==> src/rtl/dlsw_pkg.sv <==
package dlsw_pkg;

  localparam int unsigned MAX_DIGITS = 6;
  localparam int unsigned LCD_BYTES  = 20;
  localparam int unsigned ROW_COUNT  = 4;
  localparam int unsigned LAST_POS   = 5;

  localparam logic [7:0]  KEEP_ROW0 = 8'h66;
  localparam logic [7:0]  MASK_EVEN = 8'h0f;
  localparam logic [7:0]  MASK_ODD  = 8'hf0;
  // ceil(2^35 / 10): exact quotient by ten for any 32-bit value
  localparam logic [31:0] RECIP_TEN = 32'hcccccccd;
  localparam int unsigned RECIP_SHIFT = 35;

  typedef enum logic [1:0] {
    ST_IDLE,
    ST_MUL,
    ST_SPLIT,
    ST_ROWS
  } state_t;

  typedef struct packed {
    logic       load;
    logic       mul;
    logic       split;
    logic       write;
    logic [1:0] row;
    logic [2:0] pos;
    logic       last;
  } cmd_t;

  typedef struct packed {
    logic num_pos;
    logic v_zero;
    logic out_free;
  } sts_t;

  function automatic logic [15:0] seg_code(input logic [3:0] digit);
    logic [15:0] code;
    case (digit)
      4'd0:    code = 16'h1551;
      4'd1:    code = 16'h2080;
      4'd2:    code = 16'h1e11;
      4'd3:    code = 16'h1b11;
      4'd4:    code = 16'h0b50;
      4'd5:    code = 16'h1b41;
      4'd6:    code = 16'h1f41;
      4'd7:    code = 16'h0111;
      4'd8:    code = 16'h1f51;
      4'd9:    code = 16'h1b51;
      default: code = 16'h0000;
    endcase
    return code;
  endfunction

endpackage

==> src/rtl/dlsw_ctrl.sv <==
module dlsw_ctrl #(
  parameter int unsigned DIGIT_COUNT = 6
) (
  input  logic           clk,
  input  logic           rst_n,
  input  logic           in_valid,
  output logic           in_ready,
  input  dlsw_pkg::sts_t sts,
  output dlsw_pkg::cmd_t cmd
);

  dlsw_pkg::state_t state_r, state_nxt;
  logic [2:0]       j_r, j_nxt;
  logic [1:0]       row_r, row_nxt;
  logic             final_digit;

  assign final_digit = sts.v_zero || (j_r == 3'(DIGIT_COUNT - 1));

  always_ff @(posedge clk) begin
    if (!rst_n) begin
      state_r <= dlsw_pkg::ST_IDLE;
      j_r     <= '0;
      row_r   <= '0;
    end else begin
      state_r <= state_nxt;
      j_r     <= j_nxt;
      row_r   <= row_nxt;
    end
  end

  always_comb begin
    state_nxt = state_r;
    j_nxt     = j_r;
    row_nxt   = row_r;
    in_ready  = 1'b0;
    cmd       = '0;
    cmd.row   = row_r;
    cmd.pos   = 3'(dlsw_pkg::LAST_POS) - j_r;
    cmd.last  = (row_r == 2'(dlsw_pkg::ROW_COUNT - 1)) && final_digit;
    case (state_r)
      dlsw_pkg::ST_IDLE: begin
        in_ready = 1'b1;
        if (in_valid) begin
          cmd.load = 1'b1;
          j_nxt    = '0;
          if (sts.num_pos) begin
            state_nxt = dlsw_pkg::ST_MUL;
          end
        end
      end
      dlsw_pkg::ST_MUL: begin
        cmd.mul   = 1'b1;
        state_nxt = dlsw_pkg::ST_SPLIT;
      end
      dlsw_pkg::ST_SPLIT: begin
        cmd.split = 1'b1;
        row_nxt   = '0;
        state_nxt = dlsw_pkg::ST_ROWS;
      end
      dlsw_pkg::ST_ROWS: begin
        if (sts.out_free) begin
          cmd.write = 1'b1;
          if (row_r == 2'(dlsw_pkg::ROW_COUNT - 1)) begin
            if (final_digit) begin
              state_nxt = dlsw_pkg::ST_IDLE;
            end else begin
              j_nxt     = j_r + 3'd1;
              state_nxt = dlsw_pkg::ST_MUL;
            end
          end else begin
            row_nxt = row_r + 2'd1;
          end
        end
      end
      default: begin
        state_nxt = dlsw_pkg::ST_IDLE;
      end
    endcase
  end

  a_last_ends: assert property (@(posedge clk) disable iff (!rst_n)
    cmd.write && cmd.last |=> state_r == dlsw_pkg::ST_IDLE)
    else $error("last write did not end the item");

  a_digit_bound: assert property (@(posedge clk) disable iff (!rst_n)
    state_r == dlsw_pkg::ST_ROWS |-> j_r < 3'(DIGIT_COUNT))
    else $error("digit counter past limit");

endmodule

==> src/rtl/dlsw_dp.sv <==
module dlsw_dp (
  input  logic               clk,
  input  logic               rst_n,
  input  logic signed [31:0] in_number,
  input  logic               out_ready,
  output logic               out_valid,
  output logic        [4:0]  out_reg_index,
  output logic        [7:0]  out_reg_data,
  output logic               out_last,
  input  dlsw_pkg::cmd_t     cmd,
  output dlsw_pkg::sts_t     sts
);

  logic [30:0] v_r, v_nxt;
  logic [62:0] prod_r;
  logic [3:0]  digit_r, digit_nxt;
  logic [7:0]  shadow_r [dlsw_pkg::LCD_BYTES];
  logic        out_valid_r;
  logic [4:0]  out_index_r;
  logic [7:0]  out_data_r;
  logic        out_last_r;

  logic [27:0] quot;
  logic [30:0] quot_ten;
  logic [30:0] rem_full;
  logic [15:0] code;
  logic [3:0]  nib;
  logic [7:0]  mask;
  logic [4:0]  idx;
  logic [7:0]  old_b;
  logic [7:0]  new_b;

  assign quot     = prod_r[62:dlsw_pkg::RECIP_SHIFT];
  assign quot_ten = {quot, 3'b000} + {2'b00, quot, 1'b0};
  assign rem_full = v_r - quot_ten;

  always_comb begin
    v_nxt     = v_r;
    digit_nxt = digit_r;
    if (cmd.load) begin
      v_nxt = in_number[30:0];
    end else if (cmd.split) begin
      v_nxt     = {3'b000, quot};
      digit_nxt = rem_full[3:0];
    end
  end

  assign code  = dlsw_pkg::seg_code(digit_r);
  assign nib   = 4'(code >> {cmd.row, 2'b00});
  assign mask  = cmd.pos[0] ? dlsw_pkg::MASK_ODD : dlsw_pkg::MASK_EVEN;
  assign idx   = {3'b000, cmd.pos[2:1]} + {1'b0, cmd.row, 2'b00} + {3'b000, cmd.row};
  assign old_b = shadow_r[idx];

  always_comb begin
    new_b = old_b & ~mask;
    if (cmd.row == 2'd0) begin
      new_b = new_b | (old_b & dlsw_pkg::KEEP_ROW0);
    end
    new_b = new_b | ({nib, nib} & mask);
  end

  always_ff @(posedge clk) begin
    v_r     <= v_nxt;
    digit_r <= digit_nxt;
    if (cmd.mul) begin
      prod_r <= 63'(v_r) * 63'(dlsw_pkg::RECIP_TEN);
    end
    if (cmd.write) begin
      out_index_r <= idx;
      out_data_r  <= new_b;
      out_last_r  <= cmd.last;
    end
  end

  always_ff @(posedge clk) begin
    if (!rst_n) begin
      out_valid_r <= 1'b0;
      for (int i = 0; i < dlsw_pkg::LCD_BYTES; i++) begin
        shadow_r[i] <= '0;
      end
    end else begin
      if (cmd.write) begin
        out_valid_r   <= 1'b1;
        shadow_r[idx] <= new_b;
      end else if (out_ready) begin
        out_valid_r <= 1'b0;
      end
    end
  end

  assign sts.num_pos  = !in_number[31] && (in_number != 32'sd0);
  assign sts.v_zero   = (v_r == '0);
  assign sts.out_free = !out_valid_r || out_ready;

  assign out_valid     = out_valid_r;
  assign out_reg_index = out_index_r;
  assign out_reg_data  = out_data_r;
  assign out_last      = out_last_r;

  a_digit_range: assert property (@(posedge clk) disable iff (!rst_n)
    cmd.split |=> digit_r < 4'd10)
    else $error("digit out of range");

  a_div_exact: assert property (@(posedge clk) disable iff (!rst_n)
    cmd.split |=> ({4'b0000, v_r} * 35'd10 + {31'b0, digit_r}) == {4'b0000, $past(v_r)})
    else $error("divide by ten mismatch");

  a_index_range: assert property (@(posedge clk) disable iff (!rst_n)
    out_valid_r |-> out_index_r < 5'(dlsw_pkg::LCD_BYTES))
    else $error("register index out of range");

endmodule

==> src/rtl/decimal_lcd_segment_writer.sv <==
// Shows the lowest DIGIT_COUNT decimal digits of a positive number right-aligned on a
// 20-byte segment LCD, keeping a shadow copy of the data bytes. Each digit updates four
// bytes (one per segment row) and each update leaves as one register write on the out_
// channel, with out_last on the final write of the number; zero and negative numbers
// produce no writes. Per digit, the controller steps through the reciprocal multiply by
// 1/10, the split of quotient and digit, and four shadow read-modify-writes, which share
// a single write port and the one-entry output register and wait while the output is
// stalled. A new number is taken only after the last write of the previous one has been
// issued.
module decimal_lcd_segment_writer #(
  parameter int unsigned DIGIT_COUNT = 6
) (
  input  logic               clk,
  input  logic               rst_n,
  input  logic               in_valid,
  output logic               in_ready,
  input  logic signed [31:0] in_number,
  output logic               out_valid,
  input  logic               out_ready,
  output logic        [4:0]  out_reg_index,
  output logic        [7:0]  out_reg_data,
  output logic               out_last
);

  dlsw_pkg::cmd_t cmd;
  dlsw_pkg::sts_t sts;

  dlsw_ctrl #(
    .DIGIT_COUNT(DIGIT_COUNT)
  ) u_ctrl (
    .clk      (clk),
    .rst_n    (rst_n),
    .in_valid (in_valid),
    .in_ready (in_ready),
    .sts      (sts),
    .cmd      (cmd)
  );

  dlsw_dp u_dp (
    .clk           (clk),
    .rst_n         (rst_n),
    .in_number     (in_number),
    .out_ready     (out_ready),
    .out_valid     (out_valid),
    .out_reg_index (out_reg_index),
    .out_reg_data  (out_reg_data),
    .out_last      (out_last),
    .cmd           (cmd),
    .sts           (sts)
  );

endmodule

==> config.mk <==
export PLATFORM = sky130hd
export DESIGN_NAME = decimal_lcd_segment_writer
export DESIGN_NICKNAME = d
export VERILOG_FILES = /design/src/rtl/dlsw_pkg.sv /design/src/rtl/dlsw_ctrl.sv /design/src/rtl/dlsw_dp.sv /design/src/rtl/decimal_lcd_segment_writer.sv
export SDC_FILE = /design/constraint.sdc
export NUM_CORES = 1
export LEC_CHECK = 0
export BUFFER_PORTS_ARGS = -buffer_cell sky130_fd_sc_hd__clkbuf_2
export CAP_MARGIN = 10
export CORE_MARGIN = 3
export CORE_UTILIZATION = 35
export CTS_CLUSTER_SIZE = 12
export DETAILED_ROUTE_END_ITERATION = 7
export HOLD_SLACK_MARGIN = 0.05
export PLACE_DENSITY_LB_ADDON = 0.15
export SLEW_MARGIN = 15
export SYNTH_ARGS = -nofsm -noshare
export SYNTH_HDL_FRONTEND = slang
export SYNTH_HIERARCHICAL = 1
export SYNTH_SLANG_ARGS = --single-unit
==> constraint.sdc <==
create_clock -name clk -period 14.9 [get_ports clk]
set_input_delay 0.745 -clock clk [delete_from_list [all_inputs] [get_ports clk]]
set_output_delay 0.745 -clock clk [all_outputs]
set_load 0.005 [all_outputs]
==> Yosys cells after proc, flatten, opt, wreduce, memory -nomap -nowiden <==
Memories as Yosys holds them, arrays and structs flattened. A register that Yosys moved wholly into a read port is not among the register bits.
Cells that the tools add are included.
W data, S select, Z words.
{ "word_totals": {"register_bits": 120, "ram_bits": 160, "romBits": 160, "in_bits": 36, "output_inout_bits": 16, "word_cells": 92, "mem_count": 2} }
{ "mem_list": {"columns": ["name", "words", "word_bits", "read_ports", "rd_ports_with_merged_regs", "write_ports", "line_no", "text"], "rows": [
  ["(name not given)", 16, 10, 1, 1, 0, "dlsw_pkg.sv:40", "case (digit)"],
  ["u_dp.shadow_r", 20, 8, 1, 0, 20, "dlsw_dp.sv:17", "logic [7:0] shadow_r [dlsw_pkg::LCD_BYTES];"]
]} }
{ "op_classes": {"add_sub_neg": 7, "multipliers": 1, "eq_ne": 11, "shift": 1, "mux": 35, "bitwise_logic": 6, "reduce_logical": 19} }
{ "ops": {"columns": ["op", "n"], "rows": [
  ["$mul A31 B32 Y63 const B", 1],
  ["$mux W31", 2],
  ["$reduce_bool A32 Y1", 1],
  ["$logic_not A31 Y1", 1],
  ["$mux W8", 3],
  ["$and A8 B8 Y8", 2],
  ["$shr A16 B4 Y4", 1],
  ["$mux W1", 15],
  ["$mux W2", 6],
  ["$mux W3", 4],
  ["$ne A2 B2 Y1 const B", 5],
  ["$not A8 Y8", 1],
  ["$or A8 B7 Y8", 1],
  ["$or A8 B8 Y8", 1],
  ["$pmux W2 S4", 1],
  ["$reduce_bool A2 Y1", 4],
  ["$reduce_or A8 Y1", 1],
  ["$eq A2 B2 Y1 const B", 3],
  ["$pmux W3 S2", 1],
  ["$add A2 B4 Y5", 1],
  ["$add A5 B2 Y5", 1],
  ["$mux W5", 1],
  ["$reduce_and A5 Y1", 1],
  ["$add A4 B4 Y4", 1],
  ["17 further kinds", 21]
]} }

==> Logic depth before layout (Yosys ltp) <==
Gate-level depths: netlist of the first run.
{ "logic_depth": {"depth_word": 9, "ltp_mapped": 26, "ltp_nobuf": 26} }

==> Hierarchy <==
The synthesis of the first run kept the hierarchy.
{ "modules_own_cells": {"columns": ["module", "instances", "cells_each", "area_each_um2", "seq_area_each_um2"], "rows": [
  ["dlsw_dp", 1, 2017, 23849.1, 8257.9],
  ["dlsw_ctrl", 1, 58, 549.3, 140.1]
]} }

==> Least setup slack after synthesis of the first run <==
No wires, ideal clock.
{ "synth_timing": {"path_type": "flip-flop to flip-flop", "from": "register u_dp.v_r[4]", "to": "register u_dp.prod_r[61] (data pin)", "setup_time_ns": 0.267, "arrival_ns": 6.515, "required_time_ns": 14.633, "path_slack_ns": 8.118, "path_stages_with_launch": 23, "path_buffers": 0, "period_less_slack_ns": 6.782, "path_cell_list": "edfxtp_1 -> ha_1 -> fa_1 -> fa_1 -> fa_1 -> inv_1 -> fa_1 -> inv_1 -> fa_1 -> inv_1 -> fa_1 -> fa_1 -> inv_1 -> ha_1 -> nand4_1 -> nor4_2 -> nand2b_1 -> a31oi_1 -> nor4_2 -> and2_4 -> o31a_1 -> a311oi_2 -> xor2_1"} }
{ "synth_between": {"elab_chain_len": 1} }
{ "synth_rtl": {"columns": ["item", "line_no", "text"], "rows": [
  ["from (decl)", "dlsw_dp.sv:14", "logic [30:0] v_r, v_nxt;"],
  ["from (signal assigned)", "dlsw_dp.sv:63", "v_r <= v_nxt;"],
  ["$mul A31 B32 Y63", "dlsw_dp.sv:66", "prod_r <= 63'(v_r) * 63'(dlsw_pkg::RECIP_TEN);"],
  ["to (signal assigned)", "dlsw_dp.sv:66", null],
  ["to (decl)", "dlsw_dp.sv:15", "logic [62:0] prod_r;"]
]} }
Every way passes these cells.
A chain may end at the register's enable or synchronous reset.

==> Final worst setup path of the first run <==
{ "layout_timing": {"from": "register u_dp.v_r[16]", "to": "register u_dp.prod_r[61] (data pin)"} }
The elaborated chain is that of the path after synthesis.

==> out/qor.yml, run 1 <==
status: "finished clean"
die_h_um: 270
synth_area_leaders: "edfxtp_1 33%, fa_1 19%, ha_1 17%, inv_1 5.4%, mux4_2 4.6%"
cts_tree: "yes"
hold_viol_final: 0
n_antenna_cell: 0
track_usage_pct: 18.8
drive_above_1_share_pct: 10.7
synthesis.area_sq_um: 24400
synthTopCellsByCount: "352 x inv_1, 333 x ha_1, 269 x edfxtp_1, 232 x fa_1, 204 x nor2_1"
cts_buffer_depth: 3
core_area_sq_um: 68800
setup_violations: 0
gp_congestion: 0.939
cts.repair.resized: 0
yosysTopAreaCell: "edfxtp_1"
hpwl_mm: 55.1
clock_sinks: 285
fin_ws_ns: 6.97
synth.most_common_cell: "inv_1"
synthArstFlopShare_pct: 0
syn_to_final_growth_pct: 9.89
setup_tns_ns: 0
die_area_sq_um: 72900
topRoutingLayerUsed: "met5"
wl_met3_mm: 4.17
drtPass1Iterations: 5
numCtsBuffers: 36
rsz0062_at_grt: "no"
synthFlopType: "edfxtp_1"
drt_wl_total_mm: 68.1
drt_iter0_drc: 900
cts-root-buf: "clkbuf_16"
cpPeakStageDelay_ns: 0.70
arrival_ns: 8.22
reg2reg_depth: 23
slew-limit-headroom_pct: 13.6
antenna_found_initial: 3
syn_inst: 2075
path_cells: "inv_1, ha_1, inv_1, fa_1, fa_1, fa_1, inv_1, fa_1, fa_1, fa_1, inv_1, fa_1, inv_1, ha_1, nand4_1, nor4_2, nand2b_1, a31oi_1, nor4_2, and2_4, o31a_1, a311oi_2, xor2_1"
grt-ovfl-total: 0
ant_nets: 0
synth_top_family_by_area: "adder cells"
cp_max_fo: 6
drt-met1-wl_mm: 31.2
synthAdderAreaFrac_pct: 36.1
synthSimpleGateAreaFrac_pct: 8.15
synthXorXnorAreaFrac_pct: 2.04
clk_latency_ns: 0.55
synth_nets: 2676
path_class: "register to register"
synthMuxAreaShare_pct: 6.82
slew_viol_final: 0
start_kind: "register"
crit_path_end_kind: "register"
synth_warnings: 6
wl_per_cell_um: 22.1
synth_cell_type_count: 77
ios: 52
fin_crit_ns: 7.93
synth-compound-area-share_pct: 5.93
grt_pass1_wl_mm: 103
cts_hold_buf: 0
post_cts_buffers: 0
worst_pin_slew_ns: 1.29
synth_top_area_share_pct: 33.1
multiInputGateArea_sq_um: 14500
initial_core_util_pct: 35.4
drc: 0
port_buffers: 51
finalClockSkew_ns: 0.0246
clkTransAtPathRegs_ns: 0.06
die_x_um: 270
grt_max_degree: 34
wl_met2_mm: 31.3
required_ns: 15.20
htree_levels: 2
period_share_pct: 53.2
ys_ff_latch: 285
slowest_stage: "fa_1"
pre_cts_ws_ns: 6.99
vias_per_cell: 5.03
ys_seq_area_share_pct: 34.4
synth_enable_flop_cells: 269
min_path_cells: 2
grt_pass1_vias: 16600
syn_avg_cell_area_sq_um: 11.8
num_vias: 15500
drv_cap: 0
timing.fmax_mhz: 126
fp-row-count: 96
cp_common_cell: "fa_1"
n_fill_cell: 6689
min_path_type: "primary input to register"
num-nets-final: 2724
seq_area_sq_um: 8400
-- sequential cells by signal, indices dropped and copies added, names as in the netlist --
signal	flops
u_dp/shadow_r	192
u_dp/v_r	31
u_dp/prod_r	28
u_dp/code	8
u_dp/out_reg_data	8
u_dp/out_reg_index	5
u_dp/digit_r	4
u_ctrl/j_r	3
u_ctrl/row_r	2
u_ctrl/state_r	2
u_dp/out_last	1
u_dp/out_valid	1
-- cell families after synthesis --
family                   Yosys count
buffers and inverters            407
multiplexers                     100
flip-flops                       285
adder cells (fa/ha/maj)          565
AND/OR/NAND/NOR                  440
XOR/XNOR                          56
AO/OA/AOI/OAI                    222
-- area by class of cell --
cell class                      instances  area share, %
Clock buffer                           43           3.54
Clock inverter                         23          0.691
Inverter                              357           5.00
Multi-Input combinational cell       1383           53.9
Sequential cell                       285           31.3
Tap cell                              931           4.34
Timing Repair Buffer                   60           1.20
-- worst max-delay path, delay by kind of cell, from the launching register on --
kind	cells	cell delay [ns]
adders and majority gates	9	4.56
and+or+nand+nor	5	1.06
AOI/OAI and AO/OA	3	1.06
DFF	1	0.54
buffers and inverters	5	0.35
xor gates and xnor gates	1	0.10
-- routing by layer --
| layer | vias to the layer above | track usage [%] |
|---|---|---|
| met5 | - | 0 |
| met4 | 2 | 4.11 |
| met3 | 81 | 4.38 |
| met2 | 346 | 29.8 |
| met1 | 7892 | 26.3 |
| li1 | 7191 | - |
-- worst paths after layout --
kind	from	endpoint	slack (ns)
worst max-delay path	u_dp/v_r[16]$_DFFE_PP_	u_dp/prod_r[61]$_DFFE_PP_	6.97
worst min-delay path	in_number[30]	u_dp/v_r[30]$_SDFFCE_PN0P_	0.52
worst max register to register	u_dp/v_r[16]$_DFFE_PP_	u_dp/prod_r[61]$_DFFE_PP_	6.97
worst min register to register	u_ctrl/j_r[2]$_SDFFE_PN0P_	u_ctrl/j_r[2]$_SDFFE_PN0P_	0.53
-- layout by cell type, fill, tap and decap left out, drive strengths merged, types with 11 or more instances in the layout --
master  count
mux2i      20
xor2       26
nor2      207
a21o       28
ha        333
o21bai     12
mux2       30
xnor2      30
nand3      23
inv       363
nor4       16
nand4      20
edfxtp    269
clkbuf     94
dfxtp      16
o21ai      45
mux4       50
and3       11
nor3       15
fa        232
clkinv     14
a21oi      73
nand2     103
-- metrics by stage --
stage          util, %  hold WS (ns)  instances  cell area [sq um]
3_5_place_dp      37.3         0.509       3016              25700
3_3_place_gp      37.3         0.505       3016              25700
5_1_grt           39.0         0.518       3082              26800
4_1_cts           38.9         0.498       3082              26800
6_report          39.0         0.523       3082              26800
2_1_floorplan        -         0.475       2075              24400
Power of run 1 is left out: the tool's default activity adds up to more than one toggle a clock period on the data nets, which glitch-free logic cannot reach.
==> inputs of run 2 (changes only) <==
==> constraint.sdc (replaced) <==
create_clock -name clk -period 6.55 [get_ports clk]
set_input_delay 0.3275 -clock clk [delete_from_list [all_inputs] [get_ports clk]]
set_output_delay 0.3275 -clock clk [all_outputs]
set_load 0.005 [all_outputs]
==> out/qor.yml, run 2 (synthesized netlist as in run 1, its figures left out) <==
setup_tns_ns: -7.06
path_cells: "ha_4, inv_2, fa_2, fa_2, fa_2, inv_2, fa_1, inv_1, fa_1, fa_1, inv_1, fa_1, inv_2, ha_4, nand4_1, nor4_2, nand2b_1, a31oi_4, nor4_4, buf_6, and2_4, o31a_1, a311oi_2, xor2_1"
arrival_ns: 7.32
cpPeakStageDelay_ns: 0.62
num-nets-final: 3035
path_class: "register to register"
crit_path_end_kind: "register"
final_common_cell: "inv_1"
drt_iter0_drc: 982
drtPass1Iterations: 5
dpl.cell_count: 3296
slew-limit-headroom_pct: 19.9
clk_latency_ns: 0.56
hold_viol_final: 0
antenna_found_initial: 7
fp-row-count: 96
fin_ws_ns: -0.473
r2r-end: "u_dp/prod_r[61]$_DFFE_PP_"
ios: 52
crit_end: "u_dp/prod_r[61]$_DFFE_PP_"
track_usage_pct: 19.7
drive_above_1_share_pct: 27.4
cp_common_cell: "fa_1"
status: "finished, violations left"
grt-ovfl-total: 0
crit_cells: 24
cts_hold_buf: 0
cp_max_fo: 4
core_area_sq_um: 68800
period_share_pct: 107
cts_buffer_depth: 3
reg2reg_depth: 24
htree_levels: 2
drt_wl_total_mm: 71.2
grt_max_degree: 34
grt_pass1_wl_mm: 109
mostFrequentLayoutCells: "332 x inv_1, 309 x ha_1, 301 x buf_4"
initial_core_util_pct: 35.4
clkTransAtPathRegs_ns: 0.06
rsz0062_at_grt: "yes"
worst-path-buf-inv: 6
start_kind: "register"
min_path_type: "primary input to register"
top_regs: "u_dp/shadow_r x192, u_dp/v_r x31, u_dp/prod_r x28"
dpl_cell_area_sq_um: 27900
r2r_setup_slack_ns: -0.47
timing.fmax_mhz: 142
die_x_um: 270
worst_pin_slew_ns: 1.20
pre_cts_ws_ns: -0.644
die_area_sq_um: 72900
final_cells: 3390
hpwl_mm: 57.6
n_antenna_cell: 0
slew_viol_final: 0
drc: 0
cts-root-buf: "clkbuf_16"
largest_register_ffs: 192
fin_crit_ns: 7.02
cp_top_family: "adder cells"
wl_per_cell_um: 21.0
port_buffers: 51
vias_per_cell: 4.93
die_h_um: 270
setup_violations: 26
syn_to_final_growth_pct: 23.4
cts_tree: "yes"
cp-startpoint: "u_dp/v_r[6]$_DFFE_PP_"
gp_congestion: 0.893
r2r_start: "u_dp/v_r[6]$_DFFE_PP_"
top_register: "u_dp/shadow_r"
num_vias: 16700
numCtsBuffers: 36
n_fill_cell: 6468
required_ns: 6.85
clock_sinks: 285
finalClockSkew_ns: 0.0318
violations: "setup timing"
grt_pass1_vias: 17900
final_area_sq_um: 30100
ant_nets: 0
slowest_stage: "fa_2"
drv_cap: 0
-- run 2: cell type report --
type	instances	area, sq um	share of cell area [%]
clock inverter	20	180	0.599
multi-input combinational	1383	15300	50.9
clock buffer	43	927	3.08
tap	931	1160	3.87
sequential	285	8400	27.9
timing repair buffer	371	2760	9.17
inverter	357	1340	4.46
-- run 2: worst min-delay path by stage --
stage,startpoint,cells past startpoint,slack (ns),endpoint
finish,in_number[19],2,0.10,u_dp/v_r[19]$_DFFE_PP_
global route,in_number[19],2,0.1,u_dp/v_r[19]$_DFFE_PP_
CTS,in_number[19],2,0.06,u_dp/v_r[19]$_DFFE_PP_
detailed placement,u_ctrl/j_r[2]$_SDFFE_PN0P_,1,0.52,u_ctrl/j_r[2]$_SDFFE_PN0P_
global placement,u_ctrl/j_r[2]$_SDFFE_PN0P_,1,0.51,u_ctrl/j_r[2]$_SDFFE_PN0P_
floorplan,rst_n,1,0.45,u_ctrl/j_r[0]$_SDFFE_PN0P_
-- run 2: timing repair --
item / CTS / global route
gates resized for setup: 133 / 42
hold endpoints to repair: 0 / 0
pin swaps: 79 / 62
setup buffers: 28 / 13
setup endpoints to repair: 28 / 28
-- run 2: routing by layer --
layer  global-route usage [%]  wire (um)
met1                     27.7      32900
met2                     31.3      33100
met3                     3.55       3400
met4                     5.08       1790
met5                        0         23
-- run 2: stage by stage --
step / util (%) / hold WS [ns]
2_1_floorplan: - / 0.449
6_report: 43.7 / 0.104
3_3_place_gp: 40.5 / 0.510
3_5_place_dp: 40.5 / 0.522
4_1_cts: 43.3 / 0.0647
5_1_grt: 43.7 / 0.0990
-- run 2: worst reg2reg max path, cell delays in order (launching register included) --
cell and delay (ns):
edfxtp_1 0.44, ha_4 0.30, inv_2 0.04, fa_2 0.59
fa_2 0.48, fa_2 0.62, inv_2 0.08, fa_1 0.48
inv_1 0.05, fa_1 0.47, fa_1 0.52, inv_1 0.05
fa_1 0.51, inv_2 0.04, ha_4 0.28, nand4_1 0.12
nor4_2 0.34, nand2b_1 0.14, a31oi_4 0.20, nor4_4 0.07
buf_6 0.14, and2_4 0.14, o31a_1 0.28, a311oi_2 0.29
xor2_1 0.10
Power of run 2 is left out for the same reason.
==> inputs of run 3 (changes only) <==
==> constraint.sdc (replaced) <==
create_clock -name clk -period 7.6 [get_ports clk]
set_input_delay 0.38 -clock clk [delete_from_list [all_inputs] [get_ports clk]]
set_output_delay 0.38 -clock clk [all_outputs]
set_load 0.05 [all_outputs]
==> out/qor.yml, run 3 (synthesized netlist as in run 1, its figures left out) <==
mostFrequentLayoutCells: "352 x inv_1, 330 x ha_1, 269 x edfxtp_1"
crit_path_end_kind: "register"
drive_above_1_share_pct: 12.6
antenna_found_initial: 3
min_path_type: "primary input to register"
cp_max_fo: 5
track_usage_pct: 18.7
start_kind: "register"
drt_wl_total_mm: 67.0
numCtsBuffers: 36
grt-ovfl-total: 0
clk_latency_ns: 0.55
die_area_sq_um: 72900
status: "finished clean"
num-nets-final: 2754
utilization_pct: 39.5
gp_congestion: 0.916
hpwl_mm: 54.3
cts-root-buf: "clkbuf_16"
die_x_um: 270
drt_iter0_drc: 1044
hold_viol_final: 0
timing.fmax_mhz: 137
setup_violations: 0
wl_per_cell_um: 21.6
vias_per_cell: 5.01
drc: 0
htree_levels: 2
n_antenna_cell: 0
grt_pass1_vias: 16400
drv_cap: 0
period_share_pct: 96.0
whs_ns: 0.165
core_area_sq_um: 68800
cts_hold_buf: 0
arrival_ns: 7.59
required_ns: 7.89
clock_sinks: 285
slew_viol_final: 0
drtPass1Iterations: 5
syn_to_final_growth_pct: 11.3
final_common_cell: "inv_1"
clkTransAtPathRegs_ns: 0.06
top_regs: "u_dp/shadow_r x192, u_dp/v_r x31, u_dp/prod_r x28"
path_class: "register to register"
cts_buffer_depth: 3
fp-row-count: 96
top_register: "u_dp/shadow_r"
largest_register_ffs: 192
worst_pin_slew_ns: 1.21
initial_core_util_pct: 35.4
grt_pass1_wl_mm: 103
fin_crit_ns: 7.30
cts_tree: "yes"
finalClockSkew_ns: 0.0305
ant_nets: 0
die_h_um: 270
grt_max_degree: 34
ios: 52
slew-limit-headroom_pct: 19.5
num_vias: 15600
port_buffers: 51
-- run 3: cell count changes in the layout (fill, tap and decap cells not counted), moves of 13 or more --
| cell | previous run | this run |
|---|---|---|
| inv_2 | 24 | 5 |
| ha_4 | 23 | 2 |
| buf_6 | 15 | 0 |
| buf_4 | 301 | 39 |
| fa_2 | 25 | 6 |
| ha_1 | 309 | 330 |
| a21oi_1 | 51 | 67 |
| inv_1 | 332 | 352 |
| a21oi_2 | 19 | 6 |
| fa_1 | 207 | 226 |
-- run 3: metal layers --
layer / track usage (%) / vias up / share of wire (%)
met5: 0 / - / 0
met3: 2.75 / 49 / 4.7
met1: 27.8 / 7922 / 48
met2: 29.3 / 327 / 46
li1: - / 7267 / -
met4: 3.31 / 0 / 1.5
-- run 3: path summary, 6_finish.rpt --
| kind | startpoint | endpoint | slack (ns) | depth (start not counted) |
|---|---|---|---|---|
| worst min-delay path | in_number[30] | u_dp/v_r[30]$_SDFFCE_PN0P_ | 0.16 | 2 |
| worst max-delay path | u_dp/v_r[29]$_SDFFCE_PN0P_ | u_dp/prod_r[61]$_DFFE_PP_ | 0.30 | 24 |
| worst max register to register | u_dp/v_r[29]$_SDFFCE_PN0P_ | u_dp/prod_r[61]$_DFFE_PP_ | 0.30 | 24 |
| worst min register to register | u_ctrl/j_r[2]$_SDFFE_PN0P_ | u_ctrl/j_r[2]$_SDFFE_PN0P_ | 0.54 | 1 |
-- run 3: final cells by class --
cell class | count | area, sq um
clock inverter | 22 | 250
inverter | 357 | 1340
multi-input combinational | 1383 | 14500
tap | 931 | 1160
timing repair buffer | 90 | 548
clock buffer | 40 | 916
sequential | 285 | 8400
fill | 6676 | 41700
-- run 3: critical path, cell delays in order (launching register included) --
cell      delay [ns]
edfxtp_1        0.51
inv_1           0.13
ha_1            0.37
inv_1           0.07
fa_1            0.48
fa_1            0.50
fa_1            0.52
inv_1           0.07
fa_1            0.55
fa_1            0.45
fa_1            0.49
inv_1           0.06
fa_1            0.49
inv_1           0.04
ha_1            0.37
nand4_1         0.19
nor4_2          0.33
nand2b_1        0.14
a31oi_4         0.19
nor4_2          0.07
buf_4           0.18
and2_4          0.15
o31a_1          0.32
a311oi_2        0.28
xor2_1          0.10
-- run 3: timing repair --
action	4_1_cts	5_1_grt
setup endpoints to repair	3	22
buffers inserted	0	5
gates resized for setup	1	18
pin swaps	0	5
-- run 3: metrics by stage --
step                setup slack [ns]  setup TNS, ns  cells  area (sq um)
floorplan                      0.818              0   2075         24400
global placement              0.0272              0   3041         25900
detailed placement           -0.0225        -0.0225   3041         25900
CTS                           0.0378              0   3103         27000
global route                 -0.0206        -0.0206   3108         27200
finish                         0.303              0   3108         27200
Power of run 3 is left out for the same reason.
